--- src/hdl/utf8v_pkg.sv ---
`timescale 1ns / 1ps

package utf8v_pkg;

  localparam int unsigned LimitWidth  = 10;
  localparam int unsigned LengthWidth = 11;
  localparam int unsigned CodeWidth   = 3;
  localparam int unsigned CpWidth     = 21;

  localparam logic [LimitWidth-1:0] LimitReset = 10'd64;

  typedef logic [CodeWidth-1:0] err_code_t;

  localparam err_code_t ErrNone  = 3'd0;
  localparam err_code_t ErrBlank = 3'd1;
  localparam err_code_t ErrLong  = 3'd2;
  localparam err_code_t ErrNul   = 3'd3;
  localparam err_code_t ErrUtf8  = 3'd4;

  localparam logic [CpWidth-1:0] CpMin2   = 21'h00080;
  localparam logic [CpWidth-1:0] CpMin3   = 21'h00800;
  localparam logic [CpWidth-1:0] CpMin4   = 21'h10000;
  localparam logic [CpWidth-1:0] CpMax    = 21'h10FFFF;
  localparam logic [CpWidth-1:0] SurroLow = 21'h0D800;
  localparam logic [CpWidth-1:0] SurroTop = 21'h0DFFF;

endpackage

--- src/hdl/utf8v_in_if.sv ---
`timescale 1ns / 1ps

interface utf8v_in_if import utf8v_pkg::*; ();
  logic       valid;
  logic       ready;
  logic [7:0] byte_value;
  logic       last_byte;
  logic       empty_name;

  modport source (output valid, output byte_value, output last_byte,
                  output empty_name, input ready);
  modport sink   (input valid, input byte_value, input last_byte,
                  input empty_name, output ready);
endinterface

--- src/hdl/utf8v_out_if.sv ---
`timescale 1ns / 1ps

interface utf8v_out_if import utf8v_pkg::*; ();
  logic                   valid;
  logic                   ready;
  logic                   name_ok;
  err_code_t              error_code;
  logic [LengthWidth-1:0] name_length;

  modport source (output valid, output name_ok, output error_code,
                  output name_length, input ready);
  modport sink   (input valid, input name_ok, input error_code,
                  input name_length, output ready);
endinterface

--- src/hdl/utf8_name_validator_top.sv ---
`timescale 1ns / 1ps

// UTF-8 name validator.
// Bytes of a trimmed name arrive on name_in, one word per byte, with
// last_byte marking the final byte; a zero-length name is a single word with
// empty_name set. One verdict word per name leaves on verdict: name_ok,
// error_code and the byte count (saturating at the limit plus one).
// The user must write the byte limit through cfg_we / cfg_data only while the
// block is idle; the block itself does not enforce this. Each accepted word is
// held in an input register, then the decode and count logic updates the
// per-name state and, on the last byte or an empty name, loads the verdict
// register. One word is taken per cycle unless a name-ending word must wait.
// When the receiver stalls, the verdict register holds its word; words that
// end no name keep flowing, and a name-ending word waits in the input
// register, with name_in.ready low, until the verdict register is free.
// Synchronous reset sets the limit to 64 bytes, clears all per-name state and
// empties both registers.
module utf8_name_validator_top import utf8v_pkg::*; (
  input  logic                  clk,
  input  logic                  rst,
  input  logic                  cfg_we,
  input  logic [LimitWidth-1:0] cfg_data,
  utf8v_in_if.sink              name_in,
  utf8v_out_if.source           verdict
);

  logic [LimitWidth-1:0] max_bytes;

  // input register
  logic       s1_valid;
  logic [7:0] s1_byte;
  logic       s1_last;
  logic       s1_empty;

  // per-name state
  logic [LengthWidth-1:0] byte_count, byte_count_next;
  logic [1:0]             expected, expected_next;
  logic [CpWidth-1:0]     partial, partial_next;
  logic [1:0]             seq_class, seq_class_next;
  err_code_t              first_error, first_error_next;

  // verdict register
  logic                   out_valid;
  logic                   out_ok;
  err_code_t              out_code;
  logic [LengthWidth-1:0] out_length;

  logic                   s1_result, s1_move, s1_fire;
  logic                   res_ok;
  err_code_t              res_code;
  logic [LengthWidth-1:0] res_length;
  logic [CpWidth-1:0]     cp_shift;
  logic [CpWidth-1:0]     cp_min;
  err_code_t              err_final;

  assign s1_result = s1_valid && (s1_last || s1_empty);
  assign s1_move   = !(s1_result && out_valid && !verdict.ready);
  assign s1_fire   = s1_valid && s1_move;
  assign name_in.ready = !s1_valid || s1_move;

  assign cp_shift = {partial[CpWidth-7:0], s1_byte[5:0]};

  always_comb begin
    case (seq_class)
      2'd1:    cp_min = CpMin2;
      2'd2:    cp_min = CpMin3;
      default: cp_min = CpMin4;
    endcase
  end

  always_comb begin
    byte_count_next  = byte_count;
    expected_next    = expected;
    partial_next     = partial;
    seq_class_next   = seq_class;
    first_error_next = first_error;
    err_final        = ErrNone;
    res_ok           = 1'b0;
    res_code         = ErrBlank;
    res_length       = '0;

    if (s1_empty) begin
      byte_count_next  = '0;
      expected_next    = '0;
      partial_next     = '0;
      seq_class_next   = '0;
      first_error_next = ErrNone;
    end else begin
      if (byte_count <= {1'b0, max_bytes}) begin
        byte_count_next = byte_count + 1'b1;
      end

      // Once an error is recorded the remaining bytes are only counted.
      if (first_error == ErrNone) begin
        if (expected != 2'd0) begin
          if (s1_byte[7:6] != 2'b10) begin
            first_error_next = ErrUtf8;
          end else begin
            partial_next  = cp_shift;
            expected_next = expected - 2'd1;
            if (expected == 2'd1) begin
              if (cp_shift < cp_min || cp_shift > CpMax ||
                  (cp_shift >= SurroLow && cp_shift <= SurroTop)) begin
                first_error_next = ErrUtf8;
              end
            end
          end
        end else if (s1_byte == 8'h00) begin
          first_error_next = ErrNul;
        end else if (s1_byte[7] == 1'b0) begin
          first_error_next = ErrNone;
        end else if (s1_byte[7:5] == 3'b110) begin
          expected_next  = 2'd1;
          seq_class_next = 2'd1;
          partial_next   = {{(CpWidth-5){1'b0}}, s1_byte[4:0]};
        end else if (s1_byte[7:4] == 4'b1110) begin
          expected_next  = 2'd2;
          seq_class_next = 2'd2;
          partial_next   = {{(CpWidth-4){1'b0}}, s1_byte[3:0]};
        end else if (s1_byte[7:3] == 5'b11110) begin
          expected_next  = 2'd3;
          seq_class_next = 2'd3;
          partial_next   = {{(CpWidth-3){1'b0}}, s1_byte[2:0]};
        end else begin
          first_error_next = ErrUtf8;
        end
      end

      if (s1_last) begin
        // A name that stops inside a sequence is malformed.
        if (first_error_next == ErrNone && expected_next != 2'd0) begin
          err_final = ErrUtf8;
        end else begin
          err_final = first_error_next;
        end
        if (byte_count_next > {1'b0, max_bytes}) begin
          res_code = ErrLong;
        end else begin
          res_code = err_final;
        end
        res_ok     = (res_code == ErrNone);
        res_length = byte_count_next;

        byte_count_next  = '0;
        expected_next    = '0;
        partial_next     = '0;
        seq_class_next   = '0;
        first_error_next = ErrNone;
      end
    end
  end

  always_ff @(posedge clk) begin
    if (rst) begin
      max_bytes <= LimitReset;
    end else if (cfg_we) begin
      max_bytes <= cfg_data;
    end
  end

  always_ff @(posedge clk) begin
    if (rst) begin
      s1_valid <= 1'b0;
    end else if (name_in.ready) begin
      s1_valid <= name_in.valid;
    end
  end

  always_ff @(posedge clk) begin
    if (name_in.ready && name_in.valid) begin
      s1_byte  <= name_in.byte_value;
      s1_last  <= name_in.last_byte;
      s1_empty <= name_in.empty_name;
    end
  end

  always_ff @(posedge clk) begin
    if (rst) begin
      byte_count  <= '0;
      expected    <= '0;
      partial     <= '0;
      seq_class   <= '0;
      first_error <= ErrNone;
    end else if (s1_fire) begin
      byte_count  <= byte_count_next;
      expected    <= expected_next;
      partial     <= partial_next;
      seq_class   <= seq_class_next;
      first_error <= first_error_next;
    end
  end

  always_ff @(posedge clk) begin
    if (rst) begin
      out_valid <= 1'b0;
    end else if (s1_fire && s1_result) begin
      out_valid <= 1'b1;
    end else if (verdict.ready) begin
      out_valid <= 1'b0;
    end
  end

  always_ff @(posedge clk) begin
    if (s1_fire && s1_result) begin
      out_ok     <= res_ok;
      out_code   <= res_code;
      out_length <= res_length;
    end
  end

  assign verdict.valid       = out_valid;
  assign verdict.name_ok     = out_ok;
  assign verdict.error_code  = out_code;
  assign verdict.name_length = out_length;

endmodule
--- src/flat_wrapper.sv ---
// flat-port wrapper written by rule: the top's interface ports become plain ports
module utf8_name_validator_top_flat import utf8v_pkg::*;
  (clk, rst, cfg_we, cfg_data, name_in_valid, name_in_byte_value, name_in_last_byte, name_in_empty_name, name_in_ready, verdict_valid, verdict_name_ok, verdict_error_code, verdict_name_length, verdict_ready);
  utf8v_in_if name_in_i ();
  utf8v_out_if verdict_i ();
  input  logic clk;
  input  logic rst;
  input  logic cfg_we;
  input  logic [LimitWidth-1:0] cfg_data;
  input wire logic [$bits(name_in_i.valid)-1:0] name_in_valid;
  input wire logic [$bits(name_in_i.byte_value)-1:0] name_in_byte_value;
  input wire logic [$bits(name_in_i.last_byte)-1:0] name_in_last_byte;
  input wire logic [$bits(name_in_i.empty_name)-1:0] name_in_empty_name;
  output wire logic [$bits(name_in_i.ready)-1:0] name_in_ready;
  output wire logic [$bits(verdict_i.valid)-1:0] verdict_valid;
  output wire logic [$bits(verdict_i.name_ok)-1:0] verdict_name_ok;
  output wire logic [$bits(verdict_i.error_code)-1:0] verdict_error_code;
  output wire logic [$bits(verdict_i.name_length)-1:0] verdict_name_length;
  input wire logic [$bits(verdict_i.ready)-1:0] verdict_ready;
  assign name_in_i.valid = name_in_valid;
  assign name_in_i.byte_value = name_in_byte_value;
  assign name_in_i.last_byte = name_in_last_byte;
  assign name_in_i.empty_name = name_in_empty_name;
  assign name_in_ready = name_in_i.ready;
  assign verdict_valid = verdict_i.valid;
  assign verdict_name_ok = verdict_i.name_ok;
  assign verdict_error_code = verdict_i.error_code;
  assign verdict_name_length = verdict_i.name_length;
  assign verdict_i.ready = verdict_ready;
  utf8_name_validator_top u_core (.clk(clk), .rst(rst), .cfg_we(cfg_we), .cfg_data(cfg_data), .name_in(name_in_i), .verdict(verdict_i));
endmodule
--- config.mk ---
export PLATFORM = sky130hd
export DESIGN_NAME = utf8_name_validator_top_flat
export DESIGN_NICKNAME = d
export VERILOG_FILES = /design/src/hdl/utf8v_pkg.sv /design/src/hdl/utf8v_in_if.sv /design/src/hdl/utf8v_out_if.sv /design/src/hdl/utf8_name_validator_top.sv /design/src/flat_wrapper.sv
export SDC_FILE = /design/constraint.sdc
export NUM_CORES = 1
export LEC_CHECK = 0
export ABC_CLOCK_PERIOD_IN_PS = 3340
export BUFFER_PORTS_ARGS = -buffer_cell sky130_fd_sc_hd__buf_4
export CAP_MARGIN = 20
export CORE_MARGIN = 3
export CORE_UTILIZATION = 50
export CTS_CLUSTER_SIZE = 8
export DETAILED_ROUTE_END_ITERATION = 8
export GPL_TIMING_DRIVEN = 1
export PLACE_DENSITY = 0.81
export SYNTH_ARGS = -nofsm -noshare
export SYNTH_HDL_FRONTEND = slang
export SYNTH_SLANG_ARGS = --single-unit
--- constraint.sdc ---
create_clock -name clk -period 3.34 [get_ports clk]
set_input_delay 0.167 -clock clk [delete_from_list [all_inputs] [get_ports clk]]
set_output_delay 0.167 -clock clk [all_outputs]
set_load 0.1 [all_outputs]
==> impl_metrics.toml <==
[cts]
cts_max_path_buffers = 2
htree_levels = 3
cts.sinks = 70
cts_tree = "done"
cts_buffers = 9
clkTransAtPathRegs_ps = 80
clock-root-buffer = "clkbuf_8"
clk_latency_ps = 350

[power]
p_leak_nw = 2.01
p_seq_share_pct = 50.7
p_sw_mw = 0.492
p_comb_share_pct = 14.1
p_int_mw = 1.33
power_density_nw_per_um2 = 378
p_clk_share_pct = 35.3
max-vdd-ir-drop_mv = 0.262
netSwitchingFraction_pct = 27.0

[sta]
fin_crit_sh_pct = 106
worst_slew_pin_slew_ps = 626
min_period_ps = 3530
hold_viol = 0
finalSetupTns_ps = -671
holdWs_ps = 39.9
max_freq_ghz = 0.283
maxSlewHeadroom_pct = 58.3
rsz0062_at_grt = "true"
finalSetupViolCount = 4
finClkSkew_ps = 11.3
slew_violations = 0
fin_ws_ps = -192

[critical_path]
cpPeakStageDelay_ps = 570
start_kind = "flip-flop"
cpMaxStageDelayCell = "or4_4"
crit_family = "compound AO/OA/AOI/OAI gates"
end_kind = "flip-flop"
critPathRequiredTime_ps = 3560
worst-setup-path-type = "flip-flop to flip-flop"
cp_max_fo = 6
cp_num_buf_inv = 1
arrival_ps = 3760
cpMostUsedCell = "ha_1"
path_cells = "inv_1, ha_1, o21ai_0, nor2_1, or4_4, a2111oi_4, xor2_1, ha_1, nand4_1, o32ai_2, a21oi_1, a311oi_2, and4b_1"

[grt]
antenna_found_initial = 0
grt_pass1_vias = 3196
grt_util_all_layers_pct = 22.8
grt_max_degree = 38
grt_pass1_wl_mm = 15.5
grt_overflow = 0

[logic_synthesis]
yosys.area_share.simple_pct = 19.4
postSynthAreaPerCell_um2 = 9.20
synthAdderAreaFrac_pct = 9.00
yosysSeqAreaShare_pct = 44.0
yosys_warnings = 0
synthDistinctLibCells = 56
synth-main-ff-cell = "dfxtp_1"
synth_xor_area_share_pct = 2.10
synth_seq_cells = 70
synth_compound_area_share_pct = 17.5
synth_top_family_by_area = "simple AND/OR/NAND/NOR gates"
syn-cell-area_um2 = 3750
synth.net_count = 460
netlist_instances = 408
synth_mux_area_share_pct = 3.53
async_flop_share_pct = 0
synth_edf_count = 25

[place]
pre_cts_ws_ps = -187
dpl_cell_area_um2 = 4410
gp_congestion = 0.926
io_buffers = 41
dpl.hpwl_mm = 6.59

[floorplanning]
die-width_um = 92.6
row_count = 30
initial_core_util_pct = 53.5
die_h_um = 92.6
dieArea_um2 = 8580
ioPinCount = 42
coreArea_um2 = 7020

[detailed_routing]
vias = 3486
viasPerCell = 5.82
drc = 0
wl_mm = 9.23
ant_nets = 0
drtPass1Iterations = 6
routedWlPerCell_um = 15.4
drt_iter0_markers = 376

[job]
cap_violations = 0

[run_status]
status = "finished, violations left"
violations = "negative setup slack"

[final_layout]
drive_gt1_share_pct = 25.0
nNetsFinal = 550
design_area_um2 = 4820
area_growth_pct = 28.5
diodes = 0
fillers = 541

[worst_hold_path]
hp-class = "input port to flip-flop"
worst min-delay path, cell delays in order:
cell and delay, ps:
buf_4 80, nand2_1 40, o211ai_1 70
power by group through the flow:
stage               Clock, mW  Sequential, mW  Combinational [mW]
CTS                     0.647           0.924               0.250
detailed placement          0           0.942               0.237
global placement            0           0.941               0.230
floorplan                   0           0.980               0.115
global route            0.688           0.927               0.277
finish                  0.644           0.924               0.257
cells in the mapped netlist (2+ instances only):
cell	n	share of area [%]
xnor2_1	6	1.4
mux2_2	2	0.60
edfxtp_1	25	20
nand2_1	42	4.2
a22oi_1	2	0.40
a211oi_2	2	0.67
nor4_1	8	1.3
o22ai_1	2	0.33
o31ai_1	2	0.40
buf_1	2	0.20
nand2b_1	5	0.83
o211ai_1	3	0.60
mux2i_1	11	2.9
xor2_1	3	0.70
nor3b_1	2	0.40
o21a_1	2	0.40
a31oi_1	7	1.2
nand3_1	22	2.9
nor2b_1	2	0.33
and3_1	2	0.33
nor3_1	5	0.67
a21o_1	4	0.80
o211a_1	2	0.53
clkbuf_1	11	1.1
and2_1	10	1.7
inv_1	26	2.6
nor2_1	30	3.0
a211oi_1	7	1.4
or2_2	2	0.33
ha_1	27	9.0
dfxtp_1	45	24
o2111ai_1	2	0.47
a21oi_1	43	5.7
nand4_1	5	0.83
o21ai_0	16	2.1
layer usage:
layer | vias up | routed length, µm | track usage (%)
met5 | - | 0 | 0
met2 | 162 | 4030 | 33.1
met1 | 1640 | 4210 | 32.9
met3 | 20 | 760 | 3.66
met4 | 0 | 227 | 11.5
li1 | 1664 | - | -
per-stage QoR:
stage               power (mW)  utilization (%)  std cells
floorplan                 1.10                -        408
global placement          1.17             62.9        566
detailed placement        1.18             62.9        566
CTS                       1.82             68.4        600
global route              1.89             68.7        599
finish                    1.82             68.7        599
state kept, by name, indices dropped and copies added, names as in the netlist, 3 cells and up:
name and flops:
u_core.byte_count 11, u_core.first_error 3, u_core.max_bytes 10, u_core.partial 15, u_core.s1_byte 8, u_core.verdict.error_code 3
u_core.verdict.name_length 11
timing repair:
item / in CTS / in global routing
buffers inserted: 8 / 2
setup endpoints to repair: 4 / 5
hold buffers: 10 / 0
pin swaps: 15 / 11
gates resized for setup: 13 / 6
endpoints found under the hold margin: 10 / 0
cell usage in the layout, fill, tap and decap left out, drive strengths merged, types with 3 or more instances in the layout:
master / Yosys / final
edfxtp: 25 / 25
o211ai: 3 / 3
nand2b: 5 / 5
clkinv: 0 / 4
nor3: 5 / 5
xor2: 3 / 3
clkbuf: 11 / 13
nor2: 30 / 30
ha: 27 / 27
a21o: 4 / 4
and2: 11 / 11
a21oi: 43 / 43
nand2: 42 / 42
a31oi: 7 / 7
xnor2: 6 / 6
nor4: 8 / 8
nand3: 22 / 22
dlygate4sd3: 0 / 10
a211oi: 9 / 9
o21ai: 16 / 16
mux2i: 11 / 11
dfxtp: 45 / 45
inv: 26 / 26
nand4: 5 / 5
buf: 3 / 83
cells by family (layout without fill, tap and decap cells):
kind of cell             Yosys count  in the layout
AO/OA/AOI/OAI                    102            102
AND/OR/NAND/NOR                  146            146
XOR/XNOR                           9              9
buffers and inverters             41            136
multiplexers                      13             13
adder cells (fa/ha/maj)           27             27
flip-flops                        70             70
path summary, 6_finish.rpt:
kind / end / slack [ps] / cells past startpoint / start
worst max-delay path: u_core.verdict.name_ok / -190 / 13 / u_core.max_bytes[5]
worst min-delay path: u_core.max_bytes[6] / 40 / 3 / cfg_data[6]
worst max register to register: u_core.verdict.name_ok / -190 / 13 / u_core.max_bytes[5]
worst min register to register: u_core.partial[0] / 460 / 2 / u_core.partial[0]
final cells by class:
cell class / instances / area [µm²] / area share, %
clock buffers: 12 / 166 / 3.45
inverters: 26 / 97.6 / 2.02
repair buffers: 94 / 746 / 15.5
well taps: 96 / 120 / 2.49
multi-input cells: 297 / 2010 / 41.8
flip-flops and latches: 70 / 1660 / 34.4
clock inverters: 4 / 18.8 / 0.389
No activity file was read; power rests on OpenSTA's default activity.
